===== config.mk =====
export PLATFORM = sky130hd
export DESIGN_NAME = isd_ram
export DESIGN_NICKNAME = d
export VERILOG_FILES = /design/src/hw/rtl/isd_ram.sv
export SDC_FILE = /design/constraint.sdc
export NUM_CORES = 1
export LEC_CHECK = 0
export BUFFER_PORTS_ARGS = -buffer_cell sky130_fd_sc_hd__buf_4
export CAP_MARGIN = 10
export CORE_ASPECT_RATIO = 0.75
export CORE_MARGIN = 2
export CORE_UTILIZATION = 54
export CTS_BUF_LIST = sky130_fd_sc_hd__clkbuf_4 sky130_fd_sc_hd__clkbuf_8 sky130_fd_sc_hd__clkbuf_16
export CTS_CLUSTER_SIZE = 25
export DETAILED_ROUTE_END_ITERATION = 7
export HOLD_SLACK_MARGIN = 0.15
export PLACE_DENSITY = 0.85
export SKIP_CTS_REPAIR_TIMING = 1
export SYNTH_ARGS = -nofsm -noshare
export SYNTH_HDL_FRONTEND = slang
export SYNTH_SLANG_ARGS = --single-unit

===== constraint.sdc =====
create_clock -name clk_i -period 1.8 [get_ports clk_i]
set_clock_uncertainty 0.05 [all_clocks]
set_input_delay 0.36 -clock clk_i [delete_from_list [all_inputs] [get_ports clk_i]]
set_output_delay 0.36 -clock clk_i [all_outputs]
set_load 0.01 [all_outputs]

===== src/hw/rtl/isd_ram.sv =====
module isd_ram #(
  parameter int Width = 8,
  parameter int Depth = 16,
  localparam int AW = (Depth > 1) ? $clog2(Depth) : 1
) (
  input  logic             clk_i,
  input  logic             we_i,
  input  logic [AW-1:0]    waddr_i,
  input  logic [Width-1:0] wdata_i,
  input  logic             re_i,
  input  logic [AW-1:0]    raddr_i,
  output logic [Width-1:0] rdata_o
);
  logic [Width-1:0] mem_q [Depth];
  logic [Width-1:0] rdata_q;

  always_ff @(posedge clk_i) begin
    if (we_i) begin
      mem_q[waddr_i] <= wdata_i;
    end
    if (re_i) begin
      rdata_q <= mem_q[raddr_i];
    end
  end

  assign rdata_o = rdata_q;
endmodule


==> flow_summary.toml <==
[critical_path]
rr_endpoint = "rdata_o[4]$_DFFE_PP_"
crit_path_max_fanout = 1
critPathArrivalTime_ps = 1670
cp-start-kind = "flip-flop"
endpoint_kind = "flip-flop"
r2r_start = "mem_q[9][4]$_DFFE_PP_"
worstPathCellList = "mux4_1 -> a22oi_1 -> nand2_1"
ff2ff_path_depth = 3
crit_buf_inv = 0
slowest_delay_ps = 580
critPathRequiredTime_ps = 1900
startpoint = "mem_q[9][4]$_DFFE_PP_"
crit_type = "reg2reg"
crit_path_top_delay_cell = "mux4_1"
crit_family = "multiplexers"
r2r_slack_ps = 230

[placed_design]
dp_hpwl_um = 6609
io_buffers = 26
postPlaceCellArea_mm2 = 0.005739
detailedPlace.worstSlack_ps = -114.3
placed_cells = 403
gp_congestion = 0.7605

[timing]
rsz0062_at_grt = "false"
worst_slew_pin_slew_ps = 425.5
finalHoldViolations = 0
slew_headroom_pct = 71.64
fmax_mhz = 635.7
fin_ws_ps = 226.9
setup_viol = 0
post-route-period-util_pct = 87.40
drv_slew = 0
min_period_ps = 1573

[power_and_ir_drop]
power_per_cell_area_mw_per_mm2 = 1165
power_frac_clock_pct = 46.4
vdd_drop_max_mv = 0.8385
switching_power_w = 0.001448
p_int_w = 0.005934
seqPwrFrac_pct = 48.7
swShare_pct = 19.62
power_frac_comb_pct = 4.9
leakage_nw = 2.174

[die]
coreArea_mm2 = 0.009542
ioPinCount = 27
initial_utilization_pct = 54.79
die_h_um = 89.21
dieWidth_um = 117.6
die_area_mm2 = 0.01049
rows = 31

[worst_hold_path]
min_path_cells = 1
min_from = "wdata_i[5]"
hp-class = "in2reg"
holdPathEnd = "mem_q[7][5]$_DFFE_PP_"

[drt]
wl_um = 10320
drtIter0Drc = 400
num_vias = 2536
routed_via_density = 5.830
routedWlPerCell_um = 23.71
detail-route-antenna-nets = 0
dr.pass1.iters = 4
remaining_drc_errors = 0

[yosys]
synth_seq_cells = 136
yosysWarnings = 0
synth_top_area_share_pct = 78.12
netlist_top_cells_count = "edfxtp_1 (136), mux4_2 (18), a22oi_1 (16)"
synth-edff-count = 136
async_reset_ff_share_pct = 0
synth_nets = 248
syn_area_mm2 = 0.005228
synthMostInstantiatedCell = "edfxtp_1"
yosys-top-cells-area = "edfxtp_1 (78%), mux4_2 (7.8%), mux4_1 (7.0%), a22oi_1 (2.3%), nor2_1 (0.93%)"
synth_area_leader_cell = "edfxtp_1"
synth_area_per_cell_um2 = 22.83
ys_seq_area_share_pct = 78.12
netlist_instances = 229
synth.distinct_cells = 18
ys.flop_type = "edfxtp_1"

[global_routing]
overflow = 0
grt_antenna_before_repair = 0
grt_pass1_vias = 2575
grt_max_degree = 18
grt.total_usage_pct = 21.63
grt_pass1_wl_um = 15460

[clock_tree]
clk_path_buf_depth = 2
htree_num_levels = 4
tritoncts = "yes"
cts_root_buf = "clkbuf_16"
cts.sinks = 136
clock_latency_ps = 410
cts.clk_slew.worst_paths_ps = 60
numCtsBuffers = 17

[finish]
area_growth_syn_to_layout_pct = 21.18
layout.cells.non_filler = 435
layout.nets = 309
n_antenna_cell = 0
post-route-cell-area_mm2 = 0.006335
drive_gt1_share_pct = 33.99
post-route-util_pct = 66.39

[job]
maxCapViolations = 0

[outcome]
status = "completed"
stage by stage:
step	hold slack [ps]	total power (W)	setup TNS [ps]
after detailed placement	620.5	0.004022	-552.2
final	198.3	0.007383	0
after global routing	193.5	0.007604	0
after floorplan	408.9	0.003836	0
after global placement	603.6	0.004000	-179.6
after CTS	177.3	0.007435	0
logic make-up (layout without fill, tap and decap cells):
| family | after synthesis | after routing | synth area share [%] |
|---|---|---|---|
| and+or+nand+nor | 35 | 35 | 3.136 |
| DFF | 136 | 136 | 78.12 |
| AOI/OAI and AO/OA | 16 | 16 | 2.298 |
| muxes | 32 | 32 | 14.79 |
| buffers and inverters | 10 | 84 | 1.651 |
cell type report:
class,count,area [um^2]
multi-input combinational,83,1062
fill,636,3207
sequential,136,4084
tap,132,165.2
clock inverter,13,155.1
clock buffer,19,440.4
timing repair buffer,52,427.9
power groups by stage:
stage | Combinational (W) | Clock, W | Sequential [W]
2_1_floorplan | 0.000180 | 0 | 0.00366
3_3_place_gp | 0.000347 | 0 | 0.00365
3_5_place_dp | 0.000365 | 0 | 0.00366
4_1_cts | 0.000367 | 0.00347 | 0.00359
5_1_grt | 0.000391 | 0.00362 | 0.00360
6_report | 0.000364 | 0.00343 | 0.00359
metal layers:
metal	share of wire, %	GRT usage [%]	wire length [um]
met5	0	0	0
met4	0.83	9.529	86
met2	50	34.67	5202
met3	6.9	5.867	709
met1	42	28.83	4318
sequential cells by signal, indices dropped and copies added (netlist names):
signal / cells
rdata_o: 8
mem_q: 128
layout by cell type (no fill, tap or decap), types with 2 or more instances in the layout:
cell type,n
a22oi_1,16
clkinv_4,3
mux4_2,18
buf_4,49
clkbuf_16,17
bufinv_16,3
nand3b_1,2
nand2_1,9
nand2b_1,2
edfxtp_1,136
clkbuf_4,2
buf_12,3
clkinv_2,4
nor3_1,3
clkinvlp_4,2
nor2_1,13
mux4_1,14
worst max path at each step:
stage | endpoint | depth (start not counted)
after floorplan | rdata_o[1]$_DFFE_PP_ | 5
after global placement | rdata_o[0]$_DFFE_PP_ | 5
after detailed placement | rdata_o[4]$_DFFE_PP_ | 5
after CTS | rdata_o[0]$_DFFE_PP_ | 3
after global routing | rdata_o[0]$_DFFE_PP_ | 3
final | rdata_o[4]$_DFFE_PP_ | 3
Note: power is estimated with default switching activity, not from simulation.
