**src/hw/rtl/isd_pkg.sv**
```systemverilog
package isd_pkg;

  localparam int AxisW   = 16;
  localparam int TimeW   = 32;
  localparam int MagW    = 16;
  localparam int CfgW    = 16;
  localparam int ShareW  = 17;
  localparam int ScoreW  = 17;
  localparam int HistW   = 9;
  localparam int DataW   = 32;
  localparam int AddrW   = 5;
  localparam int DefHistoryDepth = 256;

  localparam logic [ShareW-1:0] FullShare = 17'h10000;

  localparam logic [CfgW-1:0]   RstGyroLimit  = 16'd100;
  localparam logic [CfgW-1:0]   RstAccelLimit = 16'd100;
  localparam logic [CfgW-1:0]   RstHoldTime   = 16'd500;
  localparam logic [CfgW-1:0]   RstWindow     = 16'd1000;
  localparam logic [ShareW-1:0] RstGyroShare  = 17'd32768;

  typedef enum logic [2:0] {
    RegGyroLimit     = 3'd0,
    RegAccelDevLimit = 3'd1,
    RegHoldTime      = 3'd2,
    RegWindow        = 3'd3,
    RegGyroShare     = 3'd4
  } reg_idx_e;

endpackage

```
**src/hw/rtl/isd_sqrt.sv**
```systemverilog
module isd_sqrt import isd_pkg::*; (
  input  logic            clk_i,
  input  logic            rst_ni,
  input  logic            start_i,
  input  logic [31:0]     value_i,
  output logic            done_o,
  output logic [MagW-1:0] root_o
);
  logic [31:0] rem_q, res_q, bit_q;
  logic        busy_q, done_q;
  logic [31:0] trial;

  assign trial = res_q + bit_q;

  // one result bit per cycle
  always_ff @(posedge clk_i or negedge rst_ni) begin
    if (!rst_ni) begin
      busy_q <= 1'b0;
      done_q <= 1'b0;
      rem_q  <= '0;
      res_q  <= '0;
      bit_q  <= '0;
    end else begin
      done_q <= 1'b0;
      if (start_i && !busy_q) begin
        busy_q <= 1'b1;
        rem_q  <= value_i;
        res_q  <= '0;
        bit_q  <= 32'h4000_0000;
      end else if (busy_q) begin
        if (rem_q >= trial) begin
          rem_q <= rem_q - trial;
          res_q <= (res_q >> 1) + bit_q;
        end else begin
          res_q <= res_q >> 1;
        end
        bit_q <= bit_q >> 2;
        if (bit_q[0]) begin
          busy_q <= 1'b0;
          done_q <= 1'b1;
        end
      end
    end
  end

  assign done_o = done_q;
  assign root_o = res_q[MagW-1:0];
endmodule

```
**config.mk**
```make
export PLATFORM = sky130hd
export DESIGN_NAME = isd_sqrt
export DESIGN_NICKNAME = d
export VERILOG_FILES = /design/src/hw/rtl/isd_pkg.sv /design/src/hw/rtl/isd_sqrt.sv
export SDC_FILE = /design/constraint.sdc
export NUM_CORES = 1
export LEC_CHECK = 0
export ABC_AREA = 0
export BUFFER_PORTS_ARGS = -buffer_cell sky130_fd_sc_hd__clkbuf_2
export CORE_ASPECT_RATIO = 2
export CORE_MARGIN = 5
export CORE_UTILIZATION = 35
export CTS_BUF_LIST = sky130_fd_sc_hd__clkbuf_4 sky130_fd_sc_hd__clkbuf_8
export CTS_CLUSTER_SIZE = 30
export DETAILED_ROUTE_END_ITERATION = 8
export PLACE_DENSITY = 0.61
export SYNTH_ARGS = -nofsm -noshare
export SYNTH_HDL_FRONTEND = slang
export SYNTH_SLANG_ARGS = --single-unit
```
**constraint.sdc**
```tcl
create_clock -name clk_i -period 4.7 [get_ports clk_i]
set_input_delay 0.705 -clock clk_i [delete_from_list [all_inputs] [get_ports clk_i]]
set_output_delay 0.705 -clock clk_i [all_outputs]
set_load 0.1 [all_outputs]
```
==> results.md <==
- ANT cells: 0
- Share of cells above drive strength 1: 20.79%
- Final Hold Viols: 0
- Critical Path RT: 4980 ps
- Vias: 6,885
- Final nets: 1,059
- CTS Buf Count: 9
- Synth Area per Inst: 8.343 sq um
- Core ar.: 20,460 sq um
- Max-cap viol count: 0
- Routability cong.: 0.9202
- Hold Worst Slack: 308.9 ps
- # rows: 74
- Max frequency: 216.2 MHz
- Routed wire length: 23,170 um
- Post-route setup slack: 74.80 ps
- Cell area power density: 819.9 nW/um^2
- Initial drt markers: 240
- Setup tns final: 0 ps
- Status: complete, no violations
- Synthesized flop and latch total: 82
- RSZ-0062 raised after global routing: true
- Dpl hpwl: 17,900 um
- Main synth FF type: dfrtp_1
- Pre-antenna DRT Iters: 4
- Critical Path Max Stage Delay: 450 ps
- All-Layer GR Usage: 19.38%
- Worst Tran Pin Value: 1009 ps
- Most frequent cells in the layout: nand2_1 (110), dfrtp_1 (81), buf_4 (73)
- Seq/Total Area, Yosys: 28.24%
- Critical path class: reg -> reg
- Die Area: 23,920 sq um
- Die Span X: 111.9 um
- Initial antenna violation count: 0
- Hold-fix buffers, CTS: 0
- Post-synth EDFFs: 0
- Antenna viol nets, final: 0
- Synth cell types: 71
- Root Buffer: clkbuf_8
- Layout Area Growth over Synthesis: 18.39%
- Largest net degree at the start of global routing: 60
- Max Clock Skew: 5.068 ps
- Worst vdd rail ir drop: 312.1 uV
- Vias in the first global route: 7,101
- Hold crit path type: in -> async
- I/O Pins: 52
- Reg clk slew, reported paths: 90 ps
- CP Capture Type: flip-flop
- Clock Path Buffers: 2
- # port buffers: 51
- Overall Power: 7.054 mW
- Max-slew headroom: 32.71%
- Via/cell ratio: 5.607
- Die Span Y: 213.8 um
- H-tree levels: 3
- Arrival time worst endpoint: 4900 ps
- Final Max Slew Viols: 0
- Setup-failing EPs final: 0
- CTS tree: done
- Syn Nets: 973
- Ordered list of cells on the worst path: ha_2 > ha_4 > a21oi_2 > o21ai_2 > a311o_1 > a21o_1 > a41o_1 > a221o_1 > nor2b_4 > o21ai_2 > xor2_1 > ha_1 > and3_4 > nand2_2 > a21o_1 > a21oi_4 > o31ai_4 > bufbuf_16 > or4b_1 > and2_1
- Pleak: 3.801 nW
- Total grt overflow: 0
- First-pass GRT wire length: 36,310 um
- Period minus WS final: 4625 ps
- Crit start category: flip-flop
- Clk_lat worst skew: 380 ps
- Placement Setup Slack: -137.6 ps
- Period utilization: 98.41%
- Synth warn: 0
- Critical Path Fanout Max: 7
- Commonest non-fill, non-tap cell in the layout: nand2_1
- Mapped Cells: 871
- Initial core utilization: 35.51%
- Synthesized area: 7267 sq um
- # clock sinks: 82
- # DRC: 0
- Routed len/inst: 18.87 um
- Fraction of registers with async set/reset: 100.0%
- CP max-delay cell: or4b_1
- Final core occ: 42.04%
==> power by group <==
group	internal [mW]	leakage (nW)	total, mW	switching (mW)
Combinational	2.31	2.67	5.31	3.00
Clock	0.207	0.0924	0.498	0.292
Sequential	0.971	1.04	1.24	0.273
Total	3.49	3.80	7.05	3.57
==> path summary, 6_finish.rpt <==
check / start / end / slack, ps / depth (start not counted)
worst min-delay path: rst_ni / rem_q[23] / 310 / 1
max in group asynchronous: rst_ni / bit_q[8] / 3400 / 2
worst max register to register: bit_q[0] / rem_q[30] / 70 / 20
min in group clk_i: rem_q[2] / rem_q[2] / 490 / 2
worst min register to register: rem_q[2] / rem_q[2] / 490 / 2
worst max-delay path: bit_q[0] / rem_q[30] / 70 / 20
==> synth_stat cells (6+ instances only) <==
library cell	count	share of area [%]
o21ai_1	17	1.2
nand3_1	6	0.41
and2_1	6	0.52
o21ai_0	51	3.5
buf_2	8	0.55
ha_1	66	11
dfrtp_1	82	28
a31o_2	6	0.72
o21bai_1	9	0.93
a31oi_1	40	3.4
xnor2_1	40	4.8
xor2_1	43	5.2
a211oi_1	10	1.0
a22o_1	43	5.2
nand4_1	10	0.86
nor3_1	12	0.83
nand2_1	111	5.7
clkbuf_1	23	1.2
a21o_1	15	1.5
inv_1	15	0.77
nor2b_1	21	1.8
a21oi_1	62	4.3
nor2_1	64	3.3
buf_4	16	1.7
==> sequential cells by signal (all words and copies together) (netlist names) <==
| signal | cells |
|---|---|
| rem_q | 32 |
| done_o | 1 |
| busy_q | 1 |
| res_q | 32 |
| bit_q | 16 |
==> critical path, delay by kind of cell, from the launching register on <==
family | cells | cell delay (ps)
buf+inv | 1 | 280
compound gates | 10 | 1990
xor+xnor | 1 | 100
flops | 1 | 390
fa+ha+maj | 3 | 740
simple gates | 5 | 1000
==> layout make-up <==
type / instances / area [sq um]
flip-flops and latches: 82 / 2053
clock inverters: 6 / 40.04
fillers: 2073 / 11860
inverters: 15 / 56.30
well taps: 266 / 332.8
multi-input cells: 718 / 5030
clock buffers: 10 / 137.6
repair buffers: 131 / 953.4
==> through the flow <==
step / area (sq um) / std cells
final: 8603 / 1228
after global placement: 8140 / 1201
after CTS: 8403 / 1220
after floorplan: 7267 / 871
after detailed placement: 8140 / 1201
after global routing: 8603 / 1228
==> per-layer routing <==
layer  share of wire [%]  wire length, um  track usage, %
met1                  34             7875           17.55
met4                 8.1             1871           14.74
met5                   0                0               0
met3                 2.2              518           1.920
met2                  56            12900           38.60
==> what timing repair did <==
item,in CTS,in global routing
gates resized for setup,10,32
pin swaps,7,25
endpoints found under the setup margin,37,64
gates cloned,1,0
setup buffers,2,8
==> logic make-up (layout without fill, tap and decap cells) <==
| family | after synthesis | in the layout | share of synthesized area (%) |
|---|---|---|---|
| AOI/OAI and AO/OA | 309 | 309 | 28.51 |
| xor gates and xnor gates | 83 | 83 | 10.00 |
| adders and majority gates | 67 | 67 | 11.64 |
| buffers and inverters | 71 | 162 | 5.200 |
| DFF | 82 | 82 | 28.24 |
| muxes | 4 | 4 | 0.5510 |
| and+or+nand+nor | 255 | 255 | 15.86 |
No activity file was read; power rests on OpenSTA's default activity.
