[src/hw/rtl/isd_div.sv]
module isd_div #(
  parameter int DW = 40,
  parameter int NW = 16
) (
  input  logic          clk_i,
  input  logic          rst_ni,
  input  logic          start_i,
  input  logic [DW-1:0] dividend_i,
  input  logic [NW-1:0] divisor_i,
  output logic          done_o,
  output logic [DW-1:0] quot_o,
  output logic [NW-1:0] rem_o
);
  localparam int CW = $clog2(DW + 1);

  logic [DW-1:0] quo_q;
  logic [NW-1:0] rem_q, dvs_q;
  logic [CW-1:0] cnt_q;
  logic          busy_q, done_q;
  logic [NW:0]   trial, diff;
  logic          ge;

  assign trial = {rem_q, quo_q[DW-1]};
  assign ge    = trial >= {1'b0, dvs_q};
  assign diff  = ge ? (trial - {1'b0, dvs_q}) : trial;

  // restoring division, one quotient bit per cycle
  always_ff @(posedge clk_i or negedge rst_ni) begin
    if (!rst_ni) begin
      busy_q <= 1'b0;
      done_q <= 1'b0;
      cnt_q  <= '0;
      quo_q  <= '0;
      rem_q  <= '0;
      dvs_q  <= '0;
    end else begin
      done_q <= 1'b0;
      if (start_i && !busy_q) begin
        busy_q <= 1'b1;
        quo_q  <= dividend_i;
        rem_q  <= '0;
        dvs_q  <= divisor_i;
        cnt_q  <= CW'(DW);
      end else if (busy_q) begin
        rem_q <= diff[NW-1:0];
        quo_q <= {quo_q[DW-2:0], ge};
        cnt_q <= cnt_q - 1'b1;
        if (cnt_q == CW'(1)) begin
          busy_q <= 1'b0;
          done_q <= 1'b1;
        end
      end
    end
  end

  assign done_o = done_q;
  assign quot_o = quo_q;
  assign rem_o  = rem_q;
endmodule

[config.mk]
export PLATFORM = sky130hd
export DESIGN_NAME = isd_div
export DESIGN_NICKNAME = d
export VERILOG_FILES = /design/src/hw/rtl/isd_div.sv
export SDC_FILE = /design/constraint.sdc
export NUM_CORES = 1
export LEC_CHECK = 0
export BUFFER_PORTS_ARGS = -buffer_cell sky130_fd_sc_hd__buf_2
export CORE_MARGIN = 8
export CORE_UTILIZATION = 45
export DETAILED_ROUTE_END_ITERATION = 7
export HOLD_SLACK_MARGIN = 0.02
export PLACE_DENSITY = 0.72
export SLEW_MARGIN = 25
export SYNTH_ARGS = -nofsm -noshare
export SYNTH_HDL_FRONTEND = slang
export SYNTH_SLANG_ARGS = --single-unit
[constraint.sdc]
create_clock -name clk_i -period 2.15 [get_ports clk_i]
set_input_delay 0.645 -clock clk_i [delete_from_list [all_inputs] [get_ports clk_i]]
set_output_delay 0.645 -clock clk_i [all_outputs]
set_load 0.005 [all_outputs]
==> out/results.md, run 1 <==
• **class of the worst hold path** in2async
• **total area of multi-input combinational cells** 0.002505 mm^2
• **Worst IR Drop VDD** 834.9 uV
• **distinct cell type count of the synthesized netlist** 52
• **Primary FF master, synth** sky130_fd_sc_hd__dfrtp_1
• **chip height** 115.9 um
• **number of nets in the final layout** 705
• **fraction of final layout cells with drive strength greater than 1** 36.71%
• **placeable core region** 0.009729 mm^2
• **part of the Yosys area used for sequential elements** 44.57%
• **final period utilization** 97.70%
• **worst slew pin tran** 0.5214 ns
• **Detailed Routing Iterations Pass 1** 4
• **clock buffer count from CTS** 9
• **proportion of synthesized flip-flops having asynchronous set or reset** 100.0%
• **Leak Pwr** 2.928 nW
• **Slew Limit Headroom** 65.24%
• **crit path max fanout** 9
• **result of the run** complete, no violations
• **worst setup slack after layout** 0.04944 ns
• **die area** 0.01344 mm^2
• **critical path launch point type** flop
• **x dimension of the die** 115.9 um
• **pwr/cell area** 1899 mW/mm^2
• **setup slack at placement** -0.1313 ns
• **clk slew on worst S/H paths** 0.09 ns
• **number of sinks on the clock net** 80
• **routed vias** 4,031
• **Iteration-0 DRC Markers** 249
• **number of buffers added on ports** 115
• **post-synthesis net count** 552
• **layer with the highest usage after global routing** met2
• **relative area change from synthesis to final layout** 33.54%
• **RSZ-0062 raised after global routing** true
• **clk buf depth** 2
• **met1 routing resource usage after global routing** 22.88%
• **final number of max-transition violations** 0
• **Overflow after GRT** 0
• **starting density of the core** 46.17%
• **initial antenna violation count** 0
• **pin count of the biggest net entering global routing** 68
• **Boundary Pins** 116
• **Crit path required time** 2.43 ns
• **Worst setup EP type** flop
• **Avg WL per Cell** 15.99 um
• **number of fill cells** 845
• **most common cell after layout, fill and taps aside** sky130_fd_sc_hd__buf_2
• **number of placement rows** 36
• **final standard cell area without fillers** 0.005998 mm^2
• **post-detailed-route DRC marker count** 0
• **mean area per synthesized cell** 9.476 um^2
• **H-tree depth reported by CTS** 3
• **global-route wire length before repair** 19.82 mm
• **later-pin clock latency in the skew report** 0.37 ns
• **number of enable flip-flop cells after synthesis** 0
• **HPWL Detailed** 9.001 mm
• **last weighted congestion value of the routability-driven placer** 0.9079
• **number of nets still failing antenna checks after routing** 0
• **critical path, cell by cell** ha_4 -> a21oi_4 -> a2111oi_4 -> o311ai_4 -> o211ai_4 -> buf_6 -> nand4b_1 -> o211ai_1
• **final setup violating endpoints** 0
• **gr usage total** 18.29%
• **root buffer cell** sky130_fd_sc_hd__clkbuf_8
• **max-capacitance violation count** 0
• **post-route clock skew** 0.01508 ns
• **wirelength, routed** 12.23 mm
• **met3 GRT Util** 3.439%
• **kind of critical path** reg2reg
• **count of synthesis-stage warnings from yosys** 0
• **Final Hold Violating Endpoints** 0
• **peak clock frequency supported by timing** 0.4761 GHz
• **Sequential Area** 0.002006 mm^2
• **Crit-path slowest cell** sky130_fd_sc_hd__dfrtp_1
• **number of register bits inferred by synthesis** 80
• **number of global-route vias before repair** 4,127
• **ANT cells** 0
• **Crit path arrival time** 2.38 ns
• **total placed instance area** 0.005502 mm^2
• **final worst path period need** 2.101 ns
• **CTS tree** done
• **slowest stage delay, CP** 0.41 ns
• **post-DR vias/cell** 5.269
• **gate count after technology mapping** 474
• **grt met2 use** 30.29%
• **netlist area before placement** 0.004492 mm^2
• **most frequent cells in the layout** sky130_fd_sc_hd__buf_2, sky130_fd_sc_hd__dfrtp_1, sky130_fd_sc_hd__nand2_1
## metrics by stage
stage                     setup TNS (ns)  power, mW  hold WS (ns)  utilization (%)  std cells
final                                  0      11.39        0.1524            61.65        765
after global routing             -0.2049      12.32        0.1541            61.65        765
after CTS                        -0.1714      10.61        0.1482            59.27        762
after detailed placement          -1.006      9.152        0.4826            56.55        743
after global placement           -0.1765      8.921        0.4683            56.55        743
after floorplan                        0      6.756        0.3494                -        474
## cell type report
cell class	count	share of cell area [%]
Timing Repair Buffer	171	17.00
Clock buffer	9	2.065
Sequential cell	80	33.44
Multi-Input combinational cell	340	41.76
Tap cell	133	2.774
Inverter	25	1.564
Clock inverter	7	1.398
## what timing repair did
action | 4_1_cts | 5_1_grt
gates resized for setup | 6 | 34
endpoints found under the setup margin | 14 | 17
pin swaps | 2 | 9
hold endpoints to repair | 0 | 0
cloned | 1 | 1
hold buffers | 0 | 0
buffers inserted | 2 | 2
## per-layer routing
metal	vias to the layer above	share of wire, %	wire length [um]
met5	-	0	0
met4	0	2.4	297
met3	25	4.5	545
met2	103	50	6082
met1	1918	43	5307
li1	1985	-	-
## power by group
group / internal (mW) / switching [mW]
Clock: 0.559 / 0.622
Combinational: 3.66 / 3.65
Sequential: 2.31 / 0.584
Total: 6.53 / 4.86
## critical path: cells and delay by family, from the launching register on
family	cells	cell delay, ns
buffers and inverters	1	0.20
DFF	1	0.41
adders and majority gates	1	0.31
and+or+nand+nor	1	0.11
AOI/OAI and AO/OA	5	0.99
## cell families (layout without fill, tap and decap cells)
kind of cell             after synthesis  after routing  share of synthesized area [%]
AND/OR/NAND/NOR                      135            135                          13.90
AO/OA/AOI/OAI                        130            131                          18.94
flip-flops                            80             80                          44.57
buffers and inverters                 55            212                          5.125
multiplexers                          44             44                          9.861
adder cells (fa/ha/maj)               19             19                          5.460
XOR/XNOR                              11             11                          2.145
## synth_stat cells, types with 2 or more instances
cell	instances	share of area (%)
sky130_fd_sc_hd__clkbuf_1	18	1.5
sky130_fd_sc_hd__ha_1	18	5.0
sky130_fd_sc_hd__nor2_1	14	1.2
sky130_fd_sc_hd__or3b_2	3	0.59
sky130_fd_sc_hd__buf_1	3	0.25
sky130_fd_sc_hd__o21ai_0	65	7.2
sky130_fd_sc_hd__xor2_1	4	0.78
sky130_fd_sc_hd__buf_2	7	0.78
sky130_fd_sc_hd__o41ai_1	3	0.59
sky130_fd_sc_hd__a21o_1	5	0.84
sky130_fd_sc_hd__o221ai_1	9	1.8
sky130_fd_sc_hd__a211oi_1	2	0.33
sky130_fd_sc_hd__o311ai_2	2	0.72
sky130_fd_sc_hd__nand3b_1	3	0.50
sky130_fd_sc_hd__nand4_1	4	0.56
sky130_fd_sc_hd__o211ai_1	3	0.50
sky130_fd_sc_hd__a21boi_0	2	0.33
sky130_fd_sc_hd__a31oi_1	5	0.70
sky130_fd_sc_hd__nor3_1	3	0.33
sky130_fd_sc_hd__a21oi_1	15	1.7
sky130_fd_sc_hd__mux2_2	2	0.50
sky130_fd_sc_hd__inv_1	25	2.1
sky130_fd_sc_hd__nand2b_1	8	1.1
sky130_fd_sc_hd__xnor2_1	7	1.4
sky130_fd_sc_hd__and3_1	2	0.28
sky130_fd_sc_hd__nand4b_1	2	0.39
sky130_fd_sc_hd__buf_6	2	0.50
sky130_fd_sc_hd__nand2_1	79	6.6
sky130_fd_sc_hd__mux2i_1	42	9.4
sky130_fd_sc_hd__nand3_1	8	0.89
sky130_fd_sc_hd__nor2b_1	4	0.56
sky130_fd_sc_hd__o21a_1	6	1.0
sky130_fd_sc_hd__dfrtp_1	80	45
## sequential cells by signal (all words and copies together), names as in the netlist
| register | flops |
|---|---|
| quot_o | 40 |
| busy_q | 1 |
| cnt_q | 6 |
| rem_o | 16 |
| done_o | 1 |
| dvs_q | 16 |
## final timing paths
| path | startpoint | to | slack (ns) | cells after the start |
|---|---|---|---|---|
| max in group asynchronous | rst_ni | busy_q | 1.42 | 2 |
| worst max-delay path | rem_o[3] | rem_o[11] | 0.05 | 8 |
| min in group clk_i | divisor_i[10] | dvs_q[10] | 0.49 | 3 |
| worst min register to register | cnt_q[5] | done_o | 0.50 | 1 |
| worst max register to register | rem_o[3] | rem_o[11] | 0.05 | 8 |
| worst min-delay path | rst_ni | dvs_q[9] | 0.15 | 1 |
Note: power is estimated with default switching activity, not from simulation.
==> inputs of run 2 (changes only) <==
- CORE_UTILIZATION: 45 -> 30
- PLACE_DENSITY: 0.72 -> not set
- PLACE_DENSITY_LB_ADDON: not set -> 0.05
==> out/results.md, run 2 (same netlist as run 1, synthesis figures left out) <==
• **Iteration-0 DRC Markers** 233
• **Avg WL per Cell** 16.25 um
• **H-tree depth reported by CTS** 3
• **Detailed Routing Iterations Pass 1** 4
• **fraction of final layout cells with drive strength greater than 1** 37.34%
• **final period utilization** 101.1%
• **Crit-path slowest cell** sky130_fd_sc_hd__a2111oi_4
• **post-detailed-route DRC marker count** 0
• **Final Hold Violating Endpoints** 0
• **number of sinks on the clock net** 80
• **clock buffer count from CTS** 9
• **final setup violating endpoints** 1
• **reg2reg end** rem_o[1]
• **root buffer cell** sky130_fd_sc_hd__clkbuf_16
• **post-DR vias/cell** 4.870
• **start of the worst register-to-register path** rem_o[3]
• **clk slew on worst S/H paths** 0.07 ns
• **Overflow after GRT** 0
• **depth of the most critical reg-to-reg path** 8
• **die area** 0.01914 mm^2
• **placeable core region** 0.01459 mm^2
• **Crit path arrival time** 2.46 ns
• **critical path, cell by cell** ha_4 -> nand2_4 -> a2111oi_4 -> o311ai_4 -> o211ai_4 -> buf_6 -> mux2i_1 -> a21o_1
• **number of fill cells** 1,481
• **grt met2 use** 21.83%
• **Worst IR Drop VDD** 630.3 uV
• **x dimension of the die** 138.4 um
• **peak clock frequency supported by timing** 0.4601 GHz
• **result of the run** complete, but fails checks
• **clk buf depth** 2
• **number of placement rows** 44
• **initial antenna violation count** 0
• **crit path max fanout** 5
• **worst slew pin tran** 0.4777 ns
• **critical path launch point type** flop
• **slowest stage delay, CP** 0.44 ns
• **starting density of the core** 30.79%
• **layer with the highest usage after global routing** met2
• **HPWL Detailed** 9.812 mm
• **setup slack at placement** -0.04827 ns
• **number of flip-flops under the largest register name** 40
• **pin count of the biggest net entering global routing** 59
• **kind of critical path** reg2reg
• **routed vias** 4,013
• **later-pin clock latency in the skew report** 0.35 ns
• **relative area change from synthesis to final layout** 40.19%
• **most common cell after layout, fill and taps aside** sky130_fd_sc_hd__buf_2
• **final worst path period need** 2.174 ns
• **Leak Pwr** 3.055 nW
• **number of buffers added on ports** 115
• **total area of multi-input combinational cells** 0.002516 mm^2
• **global-route wire length before repair** 21.91 mm
• **Worst path top cell family by delay** compound AO/OA/AOI/OAI gates
• **most frequent cells in the layout** sky130_fd_sc_hd__buf_2, sky130_fd_sc_hd__dfrtp_1, sky130_fd_sc_hd__nand2_1
• **met1 routing resource usage after global routing** 17.98%
• **RSZ-0062 raised after global routing** true
• **violations in the final reports** setup timing
• **Sequential Area** 0.002006 mm^2
• **combined buffer and inverter count along the critical path** 1
• **Boundary Pins** 116
• **wirelength, routed** 13.39 mm
• **R2R Setup Slk** -0.02 ns
• **max-capacitance violation count** 0
• **pwr/cell area** 1961 mW/mm^2
• **number of buffers inserted for hold repair after clock tree synthesis** 0
• **number of nets in the final layout** 713
• **Crit path required time** 2.43 ns
• **number of nets still failing antenna checks after routing** 0
• **Tot Pwr** 12.35 mW
• **number of global-route vias before repair** 4,195
• **post-route clock skew** 0.007021 ns
• **Slew Limit Headroom** 67.81%
• **class of the worst hold path** in2async
• **last weighted congestion value of the routability-driven placer** 0.7867
• **Worst setup EP type** flop
• **gr usage total** 13.85%
• **chip height** 138.4 um
• **worst setup slack after layout** -0.02353 ns
• **final number of max-transition violations** 0
• **ANT cells** 0
• **CTS tree** done
• **met3 GRT Util** 3.048%
[run 2: final cells by class]
class | instances | area share (%)
tap | 184 | 3.656
inverter | 25 | 1.490
multi-input combinational | 339 | 39.96
clock buffer | 10 | 3.636
sequential | 80 | 31.85
clock inverter | 6 | 1.450
timing repair buffer | 180 | 17.96
[run 2: worst reg2reg max path: stages (launching register included)]
cell and delay (ns):
sky130_fd_sc_hd__dfrtp_1 0.41, sky130_fd_sc_hd__ha_4 0.32, sky130_fd_sc_hd__nand2_4 0.06, sky130_fd_sc_hd__a2111oi_4 0.44, sky130_fd_sc_hd__o311ai_4 0.18, sky130_fd_sc_hd__o211ai_4 0.20
sky130_fd_sc_hd__buf_6 0.16, sky130_fd_sc_hd__mux2i_1 0.22, sky130_fd_sc_hd__a21o_1 0.13
[run 2: timing repair]
item / in CTS / in global routing
cloned: 0 / 1
buffers inserted: 2 / 6
endpoints found under the setup margin: 14 / 17
pin swaps: 3 / 22
resized for setup: 10 / 40
[run 2: per-stage QoR]
| stage | hold slack, ns | util (%) | instance area, um^2 | TNS, ns | instances |
|---|---|---|---|---|---|
| final | 0.1999 | 43.16 | 6297 | -0.02353 | 824 |
| after global routing | 0.2077 | 43.16 | 6297 | -0.7452 | 824 |
| after CTS | 0.1957 | 41.22 | 6013 | -0.04667 | 817 |
| after detailed placement | 0.4757 | 38.49 | 5615 | -0.1105 | 799 |
| after global placement | 0.4717 | 38.49 | 5615 | -0.03764 | 799 |
| after floorplan | 0.3494 | - | 4492 | 0 | 474 |
[run 2: worst max-delay path by stage]
stage | to | from | slack, ns | cells after the start
global placement | rem_o[14] | quot_o[39] | -0.04 | 9
finish | rem_o[1] | rem_o[3] | -0.02 | 8
floorplan | rem_o[6] | rem_o[1] | 0.07 | 8
global route | rem_o[1] | rem_o[10] | -0.09 | 8
CTS | rem_o[1] | rem_o[3] | -0.02 | 8
detailed placement | rem_o[14] | quot_o[39] | -0.05 | 9
[run 2: power by group]
group	switching, mW	internal (mW)
combinational	3.75	4.00
sequential	0.605	2.32
clock	0.650	1.03
[run 2: layer usage]
metal	up-vias	routed length [um]
met1	1924	6388
met4	0	194
li1	1998	-
met5	-	0
met3	11	553
met2	80	6250
